File: src/quadrature_position_speed_defines.svh
// Assertion macros shared by the quadrature position and speed block.
`ifndef QUADRATURE_POSITION_SPEED_DEFINES_SVH
`define QUADRATURE_POSITION_SPEED_DEFINES_SVH
`ifndef SYNTHESIS
`define QPS_ASSERT_IMPLY(label, clk, rst, ante, cons, msg) \
  label: assert property (@(posedge clk) disable iff (rst) (ante) |-> (cons)) else $error(msg);
`define QPS_ASSERT_NEXT(label, clk, rst, ante, cons, msg) \
  label: assert property (@(posedge clk) disable iff (rst) (ante) |=> (cons)) else $error(msg);
`else
`define QPS_ASSERT_IMPLY(label, clk, rst, ante, cons, msg)
`define QPS_ASSERT_NEXT(label, clk, rst, ante, cons, msg)
`endif
`endif

File: src/qps_pkg.sv
// Types and constants of the quadrature position and speed block.
`default_nettype none
package qps_pkg;

  localparam int POS_W      = 32;
  localparam int SPEED_W    = 21;
  localparam int TIMEOUT_W  = 24;
  localparam int SCALE_W    = 20;
  localparam int STEP_W     = 5;
  localparam int CFG_IDX_W  = 2;
  localparam int CFG_DATA_W = 32;

  localparam logic [SCALE_W-1:0] SPEED_SCALE = 20'd1000000;

  localparam logic [1:0] OP_TICK = 2'd0;
  localparam logic [1:0] OP_RISE = 2'd1;
  localparam logic [1:0] OP_FALL = 2'd2;

  localparam logic [CFG_IDX_W-1:0] CFG_SPEED_EN = 2'd0;
  localparam logic [CFG_IDX_W-1:0] CFG_POS_MIN  = 2'd1;
  localparam logic [CFG_IDX_W-1:0] CFG_POS_MAX  = 2'd2;
  localparam logic [CFG_IDX_W-1:0] CFG_TIMEOUT  = 2'd3;

  localparam logic signed [POS_W-1:0] POS_MIN_RESET = 32'sh8000_0000;
  localparam logic signed [POS_W-1:0] POS_MAX_RESET = 32'sh7FFF_FFFF;
  localparam logic [TIMEOUT_W-1:0]    TIMEOUT_RESET = 24'd100000;

  typedef enum logic [1:0] {
    ST_IDLE,
    ST_DIV,
    ST_OUT
  } state_t;

  typedef struct packed {
    logic busy;
    logic done;
  } div_stat_t;

endpackage
`default_nettype wire

File: src/qps_in_if.sv
// Input channel: encoder events.
`default_nettype none
interface qps_in_if;
  logic       valid;
  logic       ready;
  logic [1:0] op;
  logic       b_level;

  modport source (output valid, output op, output b_level, input ready);
  modport sink (input valid, input op, input b_level, output ready);
endinterface
`default_nettype wire

File: src/qps_out_if.sv
// Output channel: position and speed results.
`default_nettype none
interface qps_out_if;
  import qps_pkg::*;
  logic                      valid;
  logic                      ready;
  logic signed [POS_W-1:0]   position;
  logic signed [SPEED_W-1:0] speed;

  modport source (output valid, output position, output speed, input ready);
  modport sink (input valid, input position, input speed, output ready);
endinterface
`default_nettype wire

File: src/qps_cfg_if.sv
// Configuration write channel.
`default_nettype none
interface qps_cfg_if;
  import qps_pkg::*;
  logic                  valid;
  logic                  ready;
  logic [CFG_IDX_W-1:0]  index;
  logic [CFG_DATA_W-1:0] data;

  modport source (output valid, output index, output data, input ready);
  modport sink (input valid, input index, input data, output ready);
endinterface
`default_nettype wire

File: src/quadrature_position_speed.sv
// Quadrature decoder at twice resolution with edge-period speed output.
// Result: a tick, an unused op, a disabled edge, a stale edge or a zero-period edge presents its
// result in the cycle after acceptance; other edges first wait for the 20-step divider.
// Flow: no new item is accepted until the previous result has been taken by the receiver.
// Reset: synchronous; clears position, speed, period count and timeout flags, loads register
// defaults.
`default_nettype none
`include "quadrature_position_speed_defines.svh"
module quadrature_position_speed #(
  parameter int PERIOD_WIDTH = 24
) (
  input wire logic clk,
  input wire logic rst,
  qps_in_if.sink   enc,
  qps_out_if.source res,
  qps_cfg_if.sink  cfg
);
  import qps_pkg::*;

  localparam int CMP_W = (PERIOD_WIDTH > TIMEOUT_W) ? PERIOD_WIDTH : TIMEOUT_W;

  state_t state;
  state_t state_next;

  logic                      cfg_speed_en;
  logic signed [POS_W-1:0]   cfg_pos_min;
  logic signed [POS_W-1:0]   cfg_pos_max;
  logic [TIMEOUT_W-1:0]      cfg_timeout;

  logic signed [POS_W-1:0]   position_count;
  logic signed [SPEED_W-1:0] speed_value;
  logic [PERIOD_WIDTH-1:0]   period_ticks;
  logic [PERIOD_WIDTH-1:0]   ticks_inc;
  logic                      timeout_armed;
  logic                      speed_stale;
  logic                      dir_up;

  logic                      accept;
  logic                      is_tick;
  logic                      is_edge;
  logic                      up;
  logic                      need_div;
  logic                      div_start;
  logic signed [SPEED_W-1:0] mag_now;
  logic [SCALE_W-1:0]        quotient;
  div_stat_t                 div_stat;

  qps_div #(
    .WIDTH (PERIOD_WIDTH)
  ) u_div (
    .clk      (clk),
    .rst      (rst),
    .start    (div_start),
    .divisor  (period_ticks),
    .stat     (div_stat),
    .quotient (quotient)
  );

  assign accept   = enc.valid && enc.ready;
  assign is_tick  = (enc.op == OP_TICK);
  assign is_edge  = (enc.op == OP_RISE) || (enc.op == OP_FALL);
  assign up       = (enc.op == OP_RISE) ? !enc.b_level : enc.b_level;
  assign need_div = is_edge && cfg_speed_en && !speed_stale && (period_ticks != '0);
  assign ticks_inc = (period_ticks == '1) ? period_ticks : period_ticks + PERIOD_WIDTH'(1);
  assign mag_now  = speed_stale ? '0 : SPEED_W'(SPEED_SCALE);

  // Next state.
  always_comb begin
    state_next = state;
    unique case (state)
      ST_IDLE: begin
        if (accept) begin
          state_next = need_div ? ST_DIV : ST_OUT;
        end
      end
      ST_DIV: begin
        if (div_stat.done) begin
          state_next = ST_OUT;
        end
      end
      ST_OUT: begin
        if (res.ready) begin
          state_next = ST_IDLE;
        end
      end
      default: state_next = ST_IDLE;
    endcase
  end

  // Handshake outputs.
  always_comb begin
    enc.ready = 1'b0;
    res.valid = 1'b0;
    div_start = 1'b0;
    unique case (state)
      ST_IDLE: begin
        enc.ready = 1'b1;
        div_start = enc.valid && need_div;
      end
      ST_DIV: begin
      end
      ST_OUT: begin
        res.valid = 1'b1;
      end
      default: begin
      end
    endcase
  end

  always_ff @(posedge clk) begin
    if (rst) begin
      state <= ST_IDLE;
    end else begin
      state <= state_next;
    end
  end

  assign cfg.ready = 1'b1;

  always_ff @(posedge clk) begin
    if (rst) begin
      cfg_speed_en <= 1'b1;
      cfg_pos_min  <= POS_MIN_RESET;
      cfg_pos_max  <= POS_MAX_RESET;
      cfg_timeout  <= TIMEOUT_RESET;
    end else if (cfg.valid) begin
      unique case (cfg.index)
        CFG_SPEED_EN: cfg_speed_en <= cfg.data[0];
        CFG_POS_MIN:  cfg_pos_min  <= cfg.data;
        CFG_POS_MAX:  cfg_pos_max  <= cfg.data;
        CFG_TIMEOUT:  cfg_timeout  <= cfg.data[TIMEOUT_W-1:0];
        default: begin
        end
      endcase
    end
  end

  always_ff @(posedge clk) begin
    if (rst) begin
      position_count <= '0;
      speed_value    <= '0;
      period_ticks   <= '0;
      timeout_armed  <= 1'b0;
      speed_stale    <= 1'b0;
      dir_up         <= 1'b0;
    end else if (accept && is_tick) begin
      if (cfg_speed_en) begin
        period_ticks <= ticks_inc;
        if (timeout_armed && (CMP_W'(ticks_inc) >= CMP_W'(cfg_timeout))) begin
          speed_value   <= '0;
          speed_stale   <= 1'b1;
          timeout_armed <= 1'b0;
        end
      end
    end else if (accept && is_edge) begin
      dir_up <= up;
      if (up) begin
        if (position_count < cfg_pos_max) begin
          position_count <= position_count + POS_W'(1);
        end
      end else begin
        if (position_count > cfg_pos_min) begin
          position_count <= position_count - POS_W'(1);
        end
      end
      if (cfg_speed_en) begin
        period_ticks  <= '0;
        timeout_armed <= 1'b1;
        speed_stale   <= 1'b0;
        // Stale or zero period: settle now; otherwise wait for the divider.
        if (!need_div) begin
          speed_value <= up ? mag_now : -mag_now;
        end
      end else begin
        speed_value <= '0;
      end
    end else if ((state == ST_DIV) && div_stat.done) begin
      speed_value <= dir_up ? SPEED_W'(quotient) : -SPEED_W'(quotient);
    end
  end

  assign res.position = position_count;
  assign res.speed    = cfg_speed_en ? speed_value : '0;

  `QPS_ASSERT_IMPLY(a_ready_excl_valid, clk, rst, enc.ready, !res.valid, "ready while result held")
  `QPS_ASSERT_IMPLY(a_done_in_div, clk, rst, div_stat.done, state == ST_DIV, "divider done outside DIV")
  `QPS_ASSERT_NEXT(a_div_launch, clk, rst, accept && need_div, div_stat.busy && (state == ST_DIV), "divide not launched")
  `QPS_ASSERT_IMPLY(a_disabled_zero, clk, rst, res.valid && !cfg_speed_en, res.speed == '0, "speed nonzero while disabled")

endmodule
`default_nettype wire

File: src/qps_div.sv
// Restoring divider: constant speed scale over the edge period, one bit a cycle.
`default_nettype none
module qps_div #(
  parameter int WIDTH = 24
) (
  input  wire logic                        clk,
  input  wire logic                        rst,
  input  wire logic                        start,
  input  wire logic [WIDTH-1:0]            divisor,
  output qps_pkg::div_stat_t               stat,
  output logic [qps_pkg::SCALE_W-1:0]      quotient
);
  import qps_pkg::*;

  logic [WIDTH-1:0]   dvsr;
  logic [WIDTH:0]     rem;
  logic [WIDTH:0]     rem_next;
  logic [WIDTH:0]     shifted;
  logic [SCALE_W-1:0] quo;
  logic [STEP_W-1:0]  cnt;
  logic               busy;
  logic               done;
  logic               ge;

  // Quotient register doubles as the dividend shifter.
  always_comb begin
    shifted  = {rem[WIDTH-1:0], quo[SCALE_W-1]};
    ge       = (shifted >= {1'b0, dvsr});
    rem_next = ge ? (shifted - {1'b0, dvsr}) : shifted;
  end

  always_ff @(posedge clk) begin
    if (rst) begin
      busy <= 1'b0;
      done <= 1'b0;
    end else begin
      done <= 1'b0;
      if (start) begin
        busy <= 1'b1;
      end else if (busy && (cnt == '0)) begin
        busy <= 1'b0;
        done <= 1'b1;
      end
    end
  end

  always_ff @(posedge clk) begin
    if (start) begin
      dvsr <= divisor;
      rem  <= '0;
      quo  <= SPEED_SCALE;
      cnt  <= STEP_W'(SCALE_W - 1);
    end else if (busy) begin
      rem <= rem_next;
      quo <= {quo[SCALE_W-2:0], ge};
      cnt <= cnt - STEP_W'(1);
    end
  end

  assign stat.busy = busy;
  assign stat.done = done;
  assign quotient  = quo;

endmodule
`default_nettype wire

File: src/flat_wrapper.sv
// flat-port wrapper written by rule: the top's interface ports become plain ports
module quadrature_position_speed_flat import qps_pkg::*;
#(
  parameter int PERIOD_WIDTH = 24
)
  (clk, rst, enc_valid, enc_op, enc_b_level, enc_ready, res_valid, res_position, res_speed, res_ready, cfg_valid, cfg_index, cfg_data, cfg_ready);
  qps_in_if enc_i ();
  qps_out_if res_i ();
  qps_cfg_if cfg_i ();
  input wire logic clk;
  input wire logic rst;
  input wire logic [$bits(enc_i.valid)-1:0] enc_valid;
  input wire logic [$bits(enc_i.op)-1:0] enc_op;
  input wire logic [$bits(enc_i.b_level)-1:0] enc_b_level;
  output wire logic [$bits(enc_i.ready)-1:0] enc_ready;
  output wire logic [$bits(res_i.valid)-1:0] res_valid;
  output wire logic [$bits(res_i.position)-1:0] res_position;
  output wire logic [$bits(res_i.speed)-1:0] res_speed;
  input wire logic [$bits(res_i.ready)-1:0] res_ready;
  input wire logic [$bits(cfg_i.valid)-1:0] cfg_valid;
  input wire logic [$bits(cfg_i.index)-1:0] cfg_index;
  input wire logic [$bits(cfg_i.data)-1:0] cfg_data;
  output wire logic [$bits(cfg_i.ready)-1:0] cfg_ready;
  assign enc_i.valid = enc_valid;
  assign enc_i.op = enc_op;
  assign enc_i.b_level = enc_b_level;
  assign enc_ready = enc_i.ready;
  assign res_valid = res_i.valid;
  assign res_position = res_i.position;
  assign res_speed = res_i.speed;
  assign res_i.ready = res_ready;
  assign cfg_i.valid = cfg_valid;
  assign cfg_i.index = cfg_index;
  assign cfg_i.data = cfg_data;
  assign cfg_ready = cfg_i.ready;
  quadrature_position_speed #(.PERIOD_WIDTH(PERIOD_WIDTH)) u_core (.clk(clk), .rst(rst), .enc(enc_i), .res(res_i), .cfg(cfg_i));
endmodule
File: config.mk
export PLATFORM = sky130hd
export DESIGN_NAME = quadrature_position_speed_flat
export DESIGN_NICKNAME = d
export VERILOG_FILES = /design/src/qps_pkg.sv /design/src/qps_in_if.sv /design/src/qps_out_if.sv /design/src/qps_cfg_if.sv /design/src/quadrature_position_speed.sv /design/src/qps_div.sv /design/src/flat_wrapper.sv
export VERILOG_INCLUDE_DIRS = /design/src /design/src/src
export SDC_FILE = /design/constraint.sdc
export NUM_CORES = 1
export LEC_CHECK = 0
export BUFFER_PORTS_ARGS = -buffer_cell sky130_fd_sc_hd__buf_2
export CAP_MARGIN = 40
export CELL_PAD_IN_SITES_DETAIL_PLACEMENT = 0
export CELL_PAD_IN_SITES_GLOBAL_PLACEMENT = 1
export CORE_MARGIN = 2
export CORE_UTILIZATION = 48
export CTS_BUF_LIST = sky130_fd_sc_hd__clkbuf_8
export CTS_CLUSTER_SIZE = 10
export DETAILED_ROUTE_END_ITERATION = 8
export PLACE_DENSITY_LB_ADDON = 0.1
export SYNTH_ARGS = -nofsm -noshare
export SYNTH_HDL_FRONTEND = slang
export SYNTH_SLANG_ARGS = --single-unit
File: constraint.sdc
create_clock -name clk -period 5.3 [get_ports clk]
set_input_delay 0.265 -clock clk [delete_from_list [all_inputs] [get_ports clk]]
set_output_delay 0.265 -clock clk [all_outputs]
set_load 0.05 [all_outputs]
# Word level (Yosys, flattened, before mapping)

Cells that the tools add are included.

Output and inout bits: 56
Bits in registers: 246
Input port bits: 42

Order comparisons: 4
Multiplexer cells: 42
Equality and inequality tests: 15
Reductions and logical operators: 33
Bitwise logic cells: 1
Add/subtract/negate cells: 7

Operator list:

| cell                    | number |
|---|---|
| $mux W21                | 10 |
| $mux W24                | 6 |
| $mux W32                | 3 |
| $add A32 B2 Y32 const B | 1 |
| $gt A32 B32 Y1          | 1 |
| $lt A32 B32 Y1          | 1 |
| $sub A32 B2 Y32 const B | 1 |
| $ge A25 B24 Y1          | 1 |
| $add A24 B1 Y24 const B | 1 |
| $eq A24 B24 Y1 const B  | 1 |
| $ge A24 B24 Y1          | 1 |
| $reduce_bool A24 Y1     | 1 |
| $sub A24 B24 Y24        | 1 |
| $neg A20 Y21            | 1 |
| $neg A21 Y21            | 1 |
| $mux W20                | 1 |
| $mux W1                 | 17 |
| $reduce_and A2 Y1       | 6 |
| $logic_and A1 B1 Y1     | 10 |
| $eq A2 B2 Y1 const B    | 4 |
| $mux W2                 | 4 |
| $ne A2 B2 Y1 const B    | 4 |
| $reduce_and A4 Y1       | 2 |
| $eq A2 B1 Y1 const B    | 3 |
| other kinds (13)        | 20 |

# Depth between registers and ports, before layout

Gate-level depths: netlist (run 1).

Depth after elaboration: 9
Depth in mapped cells: 21

# By module

From an unflattened synthesis (run 1), not the netlist that was laid out.

Cell total of the unflattened synthesis: 1860
Area total of the unflattened synthesis: 15240.9 um^2

Modules (own cells, without submodules):

| module                    | cells an instance | times used | area each (um^2) |
|---|---|---|---|
| quadrature_position_speed | 1438              | 1          | 11195.7 |
| qps_div                   | 422               | 1          | 4045.1 |

# Least setup slack after synthesis (run 1)

No wires, ideal clock.

Path type: in2reg
Start point: in enc_op[1]
End point: reg u_core.position_count[30], in the netlist u_core.res.position[30]
Required time: 5.180 ns
Data arrival time: 4.462 ns
Setup slack: 0.718 ns
Buffers on the path: 0
Stages: 14
Path through: inv_1 > ha_1 > xnor2_1 > inv_1 > fa_1 > nand2b_1 > a21oi_1 > o41a_1 > a22o_1 > a31oi_2 > o21a_2 > o31ai_2 > a41oi_2 > a211o_1

Longest elaborated chain between the ends: 4
Elaborated cells between the ends (all ways): 12

RTL lines:

| element                                                             | line                             | source |
|---|---|---|
| start, declared                                                     | flat_wrapper.sv:13               | `input wire logic [$bits(enc_i.op)-1:0] enc_op;` |
| $eq A2 B1 Y1 *                                                      | quadrature_position_speed.sv:62  | `assign up = (enc.op == OP_RISE) ? !enc.b_level : enc.b_level;` |
| $mux W1 *                                                           | quadrature_position_speed.sv:62  |  |
| via u_core.up                                                       | quadrature_position_speed.sv:41  | `logic up;` |
| $ne A2 B2 Y1 (no source line) or $reduce_bool A2 Y1 (tied branches) | n/a                              |  |
| $reduce_and A4 Y1 (no source line)                                  | n/a                              |  |
| end signal, assigned                                                | quadrature_position_speed.sv:159 | `position_count <= position_count + POS_W'(1);` |
| end signal, assigned                                                | quadrature_position_speed.sv:163 | `position_count <= position_count - POS_W'(1);` |
| end, declared                                                       | quadrature_position_speed.sv:30  | `logic signed [POS_W-1:0] position_count;` |

The timed path passes the listed nets; every way through them passes the cells marked *.
A chain may end at the register's enable or synchronous reset.

# Worst setup path after layout (run 1)

Start point: reg u_core.period_ticks[17]
End point: reg u_core.speed_value[1]

Longest elaborated chain between the ends: 6
Elaborated cells between the ends (all ways): 10

RTL lines:

| element                                           | line                             | source |
|---|---|---|
| start, declared                                   | quadrature_position_speed.sv:32  | `logic [PERIOD_WIDTH-1:0] period_ticks;` |
| start signal, assigned                            | quadrature_position_speed.sv:148 | `period_ticks <= ticks_inc;` |
| $add A24 B1 Y24 or $eq A24 B24 Y1 (tied branches) | quadrature_position_speed.sv:64  | `assign ticks_inc = (period_ticks == '1) ? period_ticks : period_ticks + PERIOD_WIDTH'(1);` |
| $mux W24                                          | quadrature_position_speed.sv:64  |  |
| $ge A24 B24 Y1                                    | quadrature_position_speed.sv:149 | `if (timeout_armed && (CMP_W'(ticks_inc) >= CMP_W'(cfg_timeout))) begin` |
| $logic_and A1 B1 Y1                               | quadrature_position_speed.sv:149 |  |
| $ne A2 B2 Y1 (no source line)                     | n/a                              |  |
| $reduce_and A4 Y1 (no source line) *              | n/a                              |  |
| end signal, assigned                              | quadrature_position_speed.sv:172 | `speed_value <= up ? mag_now : -mag_now;` |
| end signal, assigned                              | quadrature_position_speed.sv:178 | `speed_value <= dir_up ? SPEED_W'(quotient) : -SPEED_W'(quotient);` |
| end, declared                                     | quadrature_position_speed.sv:31  | `logic signed [SPEED_W-1:0] speed_value;` |

Every way passes the cells marked *; elsewhere a longest branch is shown, timed or not.

==> flow_summary.toml, run 1 <==
[outcome]
status = "complete, no violations"

[timing]
fin_tns_setup_ns = 0
period_needed_ns = 4.48
finalClockSkew_ns = 0.0225
clock.fmax_mhz = 223
relSlewSlack_pct = 45.0
drv_slew = 0
hold_slack_ns = 0.0500
final_hold_viol_count = 0
post-route-period-util_pct = 84.5
rsz0062_at_grt = "no"
setup_violations = 0
tightest_slew_ns = 0.825

[worst_setup_path]
worst-path-buf-inv = 1
path_cells = "nand4_1 > nor3_2 > or3b_1 > nand4_2 > nor2_2 > nand2_1 > xnor2_1 > ha_1 > a21o_1 > a21o_1 > a21o_1 > a21o_1 > a21o_1 > a31oi_1 > o21ai_1 > a221o_1 > a21oi_1 > buf_4 > o2bb2ai_1"
crit_family = "compound AO/OA/AOI/OAI gates"
timing.rr.start = "u_core.period_ticks[17]"
timing.critical_path.slowest_cell_delay_ns = 0.54
worstRegToRegCells = 19
crit_path_max_fanout = 21
worst-setup-path-type = "reg2reg"
r2r_slack_ns = 0.82
crit_path_frequent_cell = "a21o_1"
end_kind = "flop"
cp_data_arrival_time_ns = 4.95
cp-startpoint = "u_core.period_ticks[17]"
r2r_end = "u_core.speed_value[1]"
worstPathRequired_ns = 5.77
cp_slowest_cell = "or3b_1"
worst_setup_path_start_kind = "flop"

[synthesis]
ys_ff_latch = 246
syn_area_per_cell_um2 = 8.35
syn-num-nets = 1992
ys_warn_count = 0
ys.flop_type = "dfxtp_1"
ys_seq_area_share_pct = 34.4
synth_cell_type_count = 87
netlist_instances = 1800
syn_area_mm2 = 0.0150
synth-async-reset-ratio_pct = 0
synth_edf_count = 24

[global_route]
grt_max_degree = 73
grt_overflow = 0
antenna_found_initial = 3
grt_first_pass_wirelength_mm = 63.1
track_usage_pct = 23.1
first_global_vias = 12400

[routing]
dr_wl_met2_mm = 17.1
wl_met1_mm = 17.9
viasPerCell = 5.44
drt_wl_total_mm = 37.6
dr_total_vias = 12700
post_drt_wl_per_cell_um = 16.1
drt_iter0_drc = 574
met3_wirelength_mm = 1.41
drtAntennaViolNets = 0
dr.pass1.iters = 5
highest_layer = "met5"
drc = 0

[finish]
utilization_pct = 55.1
mostFrequentLayoutCells = "nand2_1, dfxtp_1, a21oi_1, inv_1, ha_1"
drive_gt1_share_pct = 10.7
layout_commonest_cell = "nand2_1"
fin_cells = 2338
areaGrowthSynthToFinish_pct = 12.7
nNetsFinal = 2101
fillers = 2976

[die]
ios = 98
std_cell_rows = 64
die-area_mm2 = 0.0328
die-height_um = 181
die_width_um = 181
start_util_pct = 48.9
core-area_mm2 = 0.0307

[min_path]
min_path_type = "in2reg"
hold_start = "enc_valid"
hold_depth = 3
hold_end = "u_core.state[0]"

[pwr]
seqPwrFrac_pct = 41.3
net-switching-power_w = 0.00206
p_int_w = 0.00369
ir_drop_uv = 186
p_leak_nw = 7.97
pwr-share-comb_pct = 30.1
power_density_mw_per_mm2 = 339
power.share.switching_pct = 35.8
clkPwrFrac_pct = 28.6

[placed_design]
hpwl_mm = 27.0
gp_congestion = 0.883
portBuffers = 96
place_inst = 2225

[clocking]
htree_levels = 2
cts_resized = 0
clkSinkCount = 246
numCtsBuffers = 45
cts_buffer_depth = 3
clk-insertion-delay-late_ns = 0.55
clk_pin_slew_worst_paths_ns = 0.06
cts_setup_buffers = 0
tritoncts = "built"
cts_root_buf = "clkbuf_8"

[flow_run]
drv_cap = 0
==> synthesized netlist by cell type (5+ instances only) <==
cell	count	share of area, %
xor2_1	23	1.3
inv_1	141	3.5
buf_1	7	0.17
a22oi_1	7	0.35
clkbuf_1	60	1.5
o211ai_1	49	2.4
a211oi_1	18	0.90
mux2i_1	60	4.0
and3_1	10	0.42
ha_1	148	12
nand3b_1	6	0.30
o21ai_0	72	2.4
nand3_1	24	0.80
a21o_1	57	2.8
buf_2	8	0.27
edfxtp_1	24	4.8
nor2_1	132	3.3
nor3_1	25	0.83
a211o_1	7	0.41
xnor2_1	67	3.9
nand2_1	225	5.6
nor4_1	12	0.50
nor2b_1	14	0.58
o21bai_1	6	0.30
dfxtp_1	222	30
o31ai_1	9	0.45
o2111ai_1	5	0.29
nand2b_1	18	0.75
or2_2	5	0.21
o2bb2ai_1	10	0.58
and2_1	25	1.0
nand4_1	22	0.92
a31oi_1	8	0.33
a21oi_1	182	6.1
==> worst max-delay path by stage <==
stage | to | slack [ns] | cells after the start
final | u_core.speed_value[1] | 0.82 | 19
after global routing | u_core.speed_value[1] | 0.47 | 19
after CTS | u_core.speed_value[1] | 0.79 | 19
after detailed placement | u_core.speed_value[2] | 0.84 | 19
after global placement | u_core.speed_value[4] | 0.92 | 19
after floorplan | u_core.res.position[30] | 0.72 | 14
==> state kept, by name (all words and copies together) (netlist names), 21 cells and up <==
name	count
u_core.cfg_pos_max	32
u_core.cfg_pos_min	32
u_core.res.position	32
u_core.cfg_timeout	24
u_core.period_ticks	24
u_core.u_div.dvsr	24
u_core.u_div.rem	24
u_core.speed_value	21
==> stage by stage <==
step / worst slack, ns / area (um2) / total power [W]
2_1_floorplan: 0.718 / 15000 / 0.00371
3_3_place_gp: 0.917 / 15800 / 0.00409
3_5_place_dp: 0.835 / 15800 / 0.00411
4_1_cts: 0.794 / 16900 / 0.00580
5_1_grt: 0.472 / 16900 / 0.00613
6_report: 0.819 / 16900 / 0.00575
==> final cells by class <==
class                      count  area, um2  share of cell area, %
sequential                   246       5170                   30.5
clock buffer                  50        688                   4.06
antenna                        1       2.50                 0.0148
timing repair buffer         144        953                   5.63
multi-input combinational   1331       8980                   53.0
tap                          396        495                   2.92
clock inverter                29        124                  0.731
inverter                     141        529                   3.12
==> power by group through the flow <==
stage,Combinational (W),Clock [W],Sequential (W)
after CTS,0.00173,0.00170,0.00237
after floorplan,0.00132,0,0.00239
final,0.00173,0.00164,0.00237
after global placement,0.00168,0,0.00241
after global routing,0.00195,0.00178,0.00241
after detailed placement,0.00170,0,0.00241
==> tightest hold or removal path: cells and delay by family <==
family | cells | cell delay (ns)
AO/OA/AOI/OAI | 1 | 0.07
buffers and inverters | 1 | 0.12
AND/OR/NAND/NOR | 1 | 0.09
==> what timing repair did <==
action                                  in CTS  in global routing
hold buffers                                33                  0
endpoints found under the setup margin       0                  0
endpoints found under the hold margin       83                  0
==> cells by family (layout without fill, tap and decap cells) <==
group	count (synthesis)	in the layout	synth area share, %
AOI/OAI and AO/OA	473	473	20.1
xor gates and xnor gates	90	90	5.24
adders and majority gates	150	150	12.6
buffers and inverters	223	364	6.05
DFF	246	246	34.4
muxes	64	64	4.29
other	1	2	0.0249
and+or+nand+nor	553	553	17.3
==> metal layers <==
| metal | global-route usage (%) | vias to the layer above |
|---|---|---|
| li1 | - | 6559 |
| met1 | 30.5 | 5870 |
| met2 | 38.5 | 203 |
| met3 | 3.55 | 78 |
| met4 | 8.26 | 4 |
| met5 | 0 | - |
Note: power is estimated with default switching activity, not from simulation.
==> run 2: changes to the inputs <==
==> constraint.sdc (replaced) <==
create_clock -name clk -period 4.2 [get_ports clk]
set_input_delay 0.21 -clock clk [delete_from_list [all_inputs] [get_ports clk]]
set_output_delay 0.21 -clock clk [all_outputs]
set_load 0.05 [all_outputs]
==> run 2 against run 1 <==
Effect of this change:
- maximum frequency rose by 13%
- global-route usage about the same
- sequential power is 26% higher
- die area unchanged
- total power is 31% higher
- utilization rose by 1.4 points
- largest power group unchanged
==> flow_summary.toml, run 2 (same netlist as run 1, synthesis figures left out) <==
[min_path]
min_path_type = "in2reg"

[routing]
drc = 0
dr.pass1.iters = 5
drtAntennaViolNets = 0
drt_wl_total_mm = 38.2
viasPerCell = 5.46
post_drt_wl_per_cell_um = 16.1
dr_total_vias = 12900
drt_iter0_drc = 574

[global_route]
grt_overflow = 0
first_global_vias = 12500
grt_max_degree = 72
grt_first_pass_wirelength_mm = 63.1
antenna_found_initial = 3
track_usage_pct = 23.2

[worst_setup_path]
worst_setup_path_start_kind = "flop"
crit_path_max_fanout = 8
worstPathRequired_ns = 4.69
cp_data_arrival_time_ns = 4.46
worst-setup-path-type = "reg2reg"
end_kind = "flop"

[timing]
finalClockSkew_ns = 0.0227
clock.fmax_mhz = 252
tightest_slew_ns = 0.855
setup_violations = 0
setup_ws_ns = 0.230
relSlewSlack_pct = 43.0
post-route-period-util_pct = 94.5
final_hold_viol_count = 0
hold_slack_ns = 0.0790
fin_tns_setup_ns = 0
drv_slew = 0
period_needed_ns = 3.97

[die]
ios = 98
die-height_um = 181
start_util_pct = 48.9
die-area_mm2 = 0.0328
die_width_um = 181
std_cell_rows = 64
core-area_mm2 = 0.0307

[clocking]
cts_root_buf = "clkbuf_8"
clk-insertion-delay-late_ns = 0.56
clkSinkCount = 246
cts_buffer_depth = 3
tritoncts = "built"
clk_pin_slew_worst_paths_ns = 0.05
numCtsBuffers = 45
htree_levels = 2

[pwr]
power_density_mw_per_mm2 = 434
p_leak_nw = 8.17
ir_drop_uv = 219

[finish]
drive_gt1_share_pct = 12.9
nNetsFinal = 2135
layout_commonest_cell = "nand2_1"
utilization_pct = 56.5
areaGrowthSynthToFinish_pct = 15.5
mostFrequentLayoutCells = "nand2_1, dfxtp_1, a21oi_1, inv_1, ha_1"
fillers = 2910

[flow_run]
drv_cap = 0

[placed_design]
preCtsSetupSlack_ns = 0.0829
gp_congestion = 0.887
hpwl_mm = 27.7
portBuffers = 96

[outcome]
status = "complete, no violations"
[run 2: power breakdown]
part | total [W] | internal, W | switching (W)
sequential | 0.00299 | 0.00267 | 0.000319
clock | 0.00231 | 0.00130 | 0.00101
combinational | 0.00224 | 0.000941 | 0.00130
[run 2: area by class of cell]
| cell class | instances | area, um2 | area share, % |
|---|---|---|---|
| Clock buffer | 52 | 716 | 4.12 |
| Tap cell | 396 | 495 | 2.85 |
| Antenna cell | 1 | 2.50 | 0.0144 |
| Clock inverter | 22 | 171 | 0.987 |
| Inverter | 141 | 529 | 3.05 |
| Timing Repair Buffer | 178 | 1260 | 7.23 |
| Multi-Input combinational cell | 1331 | 9030 | 52.0 |
| Sequential cell | 246 | 5170 | 29.7 |
[run 2: what timing repair did]
item,CTS,global route
hold endpoints to repair,91,0
hold buffers,34,0
endpoints found under the setup margin,0,21
setup buffers,0,2
gates resized for setup,0,14
[run 2: path summary, 6_finish.rpt]
| check | startpoint | endpoint | slack (ns) | cells past startpoint |
|---|---|---|---|---|
| worst min-delay path | cfg_index[1] | u_core.cfg_speed_en | 0.08 | 4 |
| worst min register to register | u_core.cfg_timeout[12] | u_core.cfg_timeout[12] | 0.45 | 2 |
| worst max-delay path | u_core.period_ticks[3] | u_core.speed_value[16] | 0.23 | 19 |
| worst max register to register | u_core.period_ticks[3] | u_core.speed_value[16] | 0.23 | 19 |
[run 2: critical path: stages, from the launching register on]
cell,delay [ns]
dfxtp_1,0.33
and3_2,0.23
nand3_1,0.14
or3b_4,0.45
nand4_2,0.14
nor2_4,0.07
nand2_1,0.13
xnor2_2,0.13
ha_1,0.26
a21o_1,0.16
a21o_1,0.17
a21o_1,0.17
a21o_1,0.18
a21o_1,0.17
a31oi_1,0.15
o21ai_2,0.11
a221o_1,0.39
a21oi_4,0.23
buf_4,0.19
a21o_1,0.11
[run 2: per-stage QoR]
stage | cells | cell area (um2) | power [W]
global placement | 2251 | 16000 | 0.00521
global route | 2366 | 17400 | 0.00802
CTS | 2362 | 17300 | 0.00761
floorplan | 1800 | 15000 | 0.00473
finish | 2367 | 17400 | 0.00754
detailed placement | 2254 | 16100 | 0.00524
[run 2: per-layer routing]
| metal | track usage, % | share of wire, % | wire (um) | vias to the layer above |
|---|---|---|---|---|
| li1 | - | - | - | 6629 |
| met1 | 30.4 | 47 | 17900 | 5988 |
| met2 | 39.5 | 46 | 17700 | 245 |
| met3 | 3.43 | 4.0 | 1530 | 69 |
| met4 | 6.96 | 2.5 | 940 | 4 |
| met5 | 0 | 0.071 | 27 | - |
==> run 3: changes to the inputs <==
--- a/config.mk
+++ b/config.mk
@@ -16,6 +16,7 @@
 export CTS_CLUSTER_SIZE = 10
 export DETAILED_ROUTE_END_ITERATION = 8
 export PLACE_DENSITY_LB_ADDON = 0.1
+export RECOVER_POWER = 100
 export SYNTH_ARGS = -nofsm -noshare
 export SYNTH_HDL_FRONTEND = slang
 export SYNTH_SLANG_ARGS = --single-unit
==> run 3 against run 2 <==
Effect of this change:
- the run now ends with max-capacitance violations, max-slew violations left
- final area down 1.3%
- clock power about the same
- global-route usage unchanged
- via count down 0.15%
- first-iteration DRC count up 0.70%
- critical path type unchanged
- largest power group unchanged
==> flow_summary.toml, run 3 (same netlist as run 1, synthesis figures left out) <==
[worst_setup_path]
end_kind = "flop"
crit_path_max_fanout = 8
worst_setup_path_start_kind = "flop"
worstPathRequired_ns = 4.69
worst-setup-path-type = "reg2reg"
cp_data_arrival_time_ns = 4.45
worstRegToRegCells = 19

[outcome]
status = "complete, but fails checks"
violations = "max-capacitance violations, max-slew violations"

[global_route]
track_usage_pct = 23.2
antenna_found_initial = 2
first_global_vias = 12500
grt_first_pass_wirelength_mm = 63.1
grt_overflow = 0
grt_max_degree = 72

[placed_design]
gp_congestion = 0.887
dpl-instance-area_mm2 = 0.0161
hpwl_mm = 27.7
portBuffers = 96

[clocking]
clk-insertion-delay-late_ns = 0.56
tritoncts = "built"
clk_pin_slew_worst_paths_ns = 0.05
cts_root_buf = "clkbuf_8"
numCtsBuffers = 45
cts_buffer_depth = 3
htree_levels = 2
clkSinkCount = 246

[timing]
final_hold_viol_count = 0
fin_tns_setup_ns = 0
hold_slack_ns = 0.0790
setup_violations = 0
finalClockSkew_ns = 0.0233
drv_slew = 43
relSlewSlack_pct = -48.8
clock.fmax_mhz = 252
period_needed_ns = 3.96
tightest_slew_ns = 2.23
post-route-period-util_pct = 94.4

[routing]
met3_wirelength_mm = 1.44
viasPerCell = 5.46
highest_layer = "met5"
drt_wl_total_mm = 38.2
dr.pass1.iters = 5
drc = 0
post_drt_wl_per_cell_um = 16.1
wl_met1_mm = 18.0
drtAntennaViolNets = 0
dr_total_vias = 12900
drt_iter0_drc = 578
dr_wl_met2_mm = 17.8

[finish]
mostFrequentLayoutCells = "nand2_1, dfxtp_1, a21oi_1, inv_1, ha_1"
nNetsFinal = 2135
areaGrowthSynthToFinish_pct = 14.0
fillers = 2959
antenna_cells = 0
drive_gt1_share_pct = 8.48
stdcell_area_mm2 = 0.0171
layout_commonest_cell = "nand2_1"

[flow_run]
drv_cap = 1

[die]
ios = 98
die-height_um = 181
start_util_pct = 48.9
core-area_mm2 = 0.0307
std_cell_rows = 64
die_width_um = 181
die-area_mm2 = 0.0328

[pwr]
power_density_mw_per_mm2 = 439
p_leak_nw = 7.81
ir_drop_uv = 219

[min_path]
hold_depth = 4
min_path_type = "in2reg"
-- run 3: changes by cell type in the layout (fill, tap and decap cells not counted), sizes merged --
cell / delta
buf: -83
clkbuf: +83
diode: -1
-- run 3: where the power goes --
| part | switching (W) | total (W) | internal, W |
|---|---|---|---|
| clock | 0.00101 | 0.00231 | 0.00130 |
| combinational | 0.00130 | 0.00222 | 0.000918 |
| sequential | 0.000319 | 0.00299 | 0.00267 |
-- run 3: per-layer routing --
metal / vias up / track usage [%]
met1: 6001 / 30.4
li1: 6629 / -
met5: - / 0
met4: 4 / 6.96
met3: 67 / 3.43
met2: 215 / 39.5
-- run 3: final cells by class --
type / instances / area (um2) / share of cell area [%]
Clock inverter: 22 / 171 / 1.00
Timing Repair Buffer: 178 / 1060 / 6.16
Multi-Input combinational cell: 1331 / 9000 / 52.5
Sequential cell: 246 / 5170 / 30.1
Inverter: 141 / 529 / 3.09
Tap cell: 396 / 495 / 2.89
Clock buffer: 52 / 716 / 4.18
-- run 3: worst max-delay path, cell delays in order, from the launching register on --
cell and delay [ns]:
dfxtp_1 0.32, and3_2 0.22, nand3_1 0.14, or3b_4 0.45
nand4_2 0.14, nor2_4 0.07, nand2_1 0.13, xnor2_2 0.13
ha_1 0.26, a21o_1 0.16, a21o_1 0.17, a21o_1 0.17
a21o_1 0.18, a21o_1 0.17, a31oi_1 0.15, o21ai_2 0.11
a221o_1 0.39, a21oi_4 0.23, buf_4 0.19, a21o_1 0.11
-- run 3: metrics by stage --
stage / setup WS (ns) / total power (W) / utilization (%) / cells
2_1_floorplan: 0.259 / 0.00473 / - / 1800
3_3_place_gp: 0.186 / 0.00521 / 52.0 / 2251
3_5_place_dp: 0.0829 / 0.00524 / 52.2 / 2254
4_1_cts: 0.0568 / 0.00761 / 56.2 / 2362
5_1_grt: -0.0406 / 0.00800 / 55.7 / 2366
6_report: 0.236 / 0.00752 / 55.7 / 2366
-- run 3: worst paths after layout --
path                                             start                     end  slack, ns
worst max-delay path            u_core.period_ticks[3]  u_core.speed_value[16]       0.24
worst max register to register  u_core.period_ticks[3]  u_core.speed_value[16]       0.24
worst min register to register  u_core.cfg_timeout[12]  u_core.cfg_timeout[12]       0.45
worst min-delay path                      cfg_index[1]     u_core.cfg_speed_en       0.08
-- run 3: what timing repair did --
item                       4_1_cts  5_1_grt
hold buffers                    34        0
resized for setup                0       14
setup buffers                    0        2
hold endpoints to repair        91        0
setup endpoints to repair        0       21
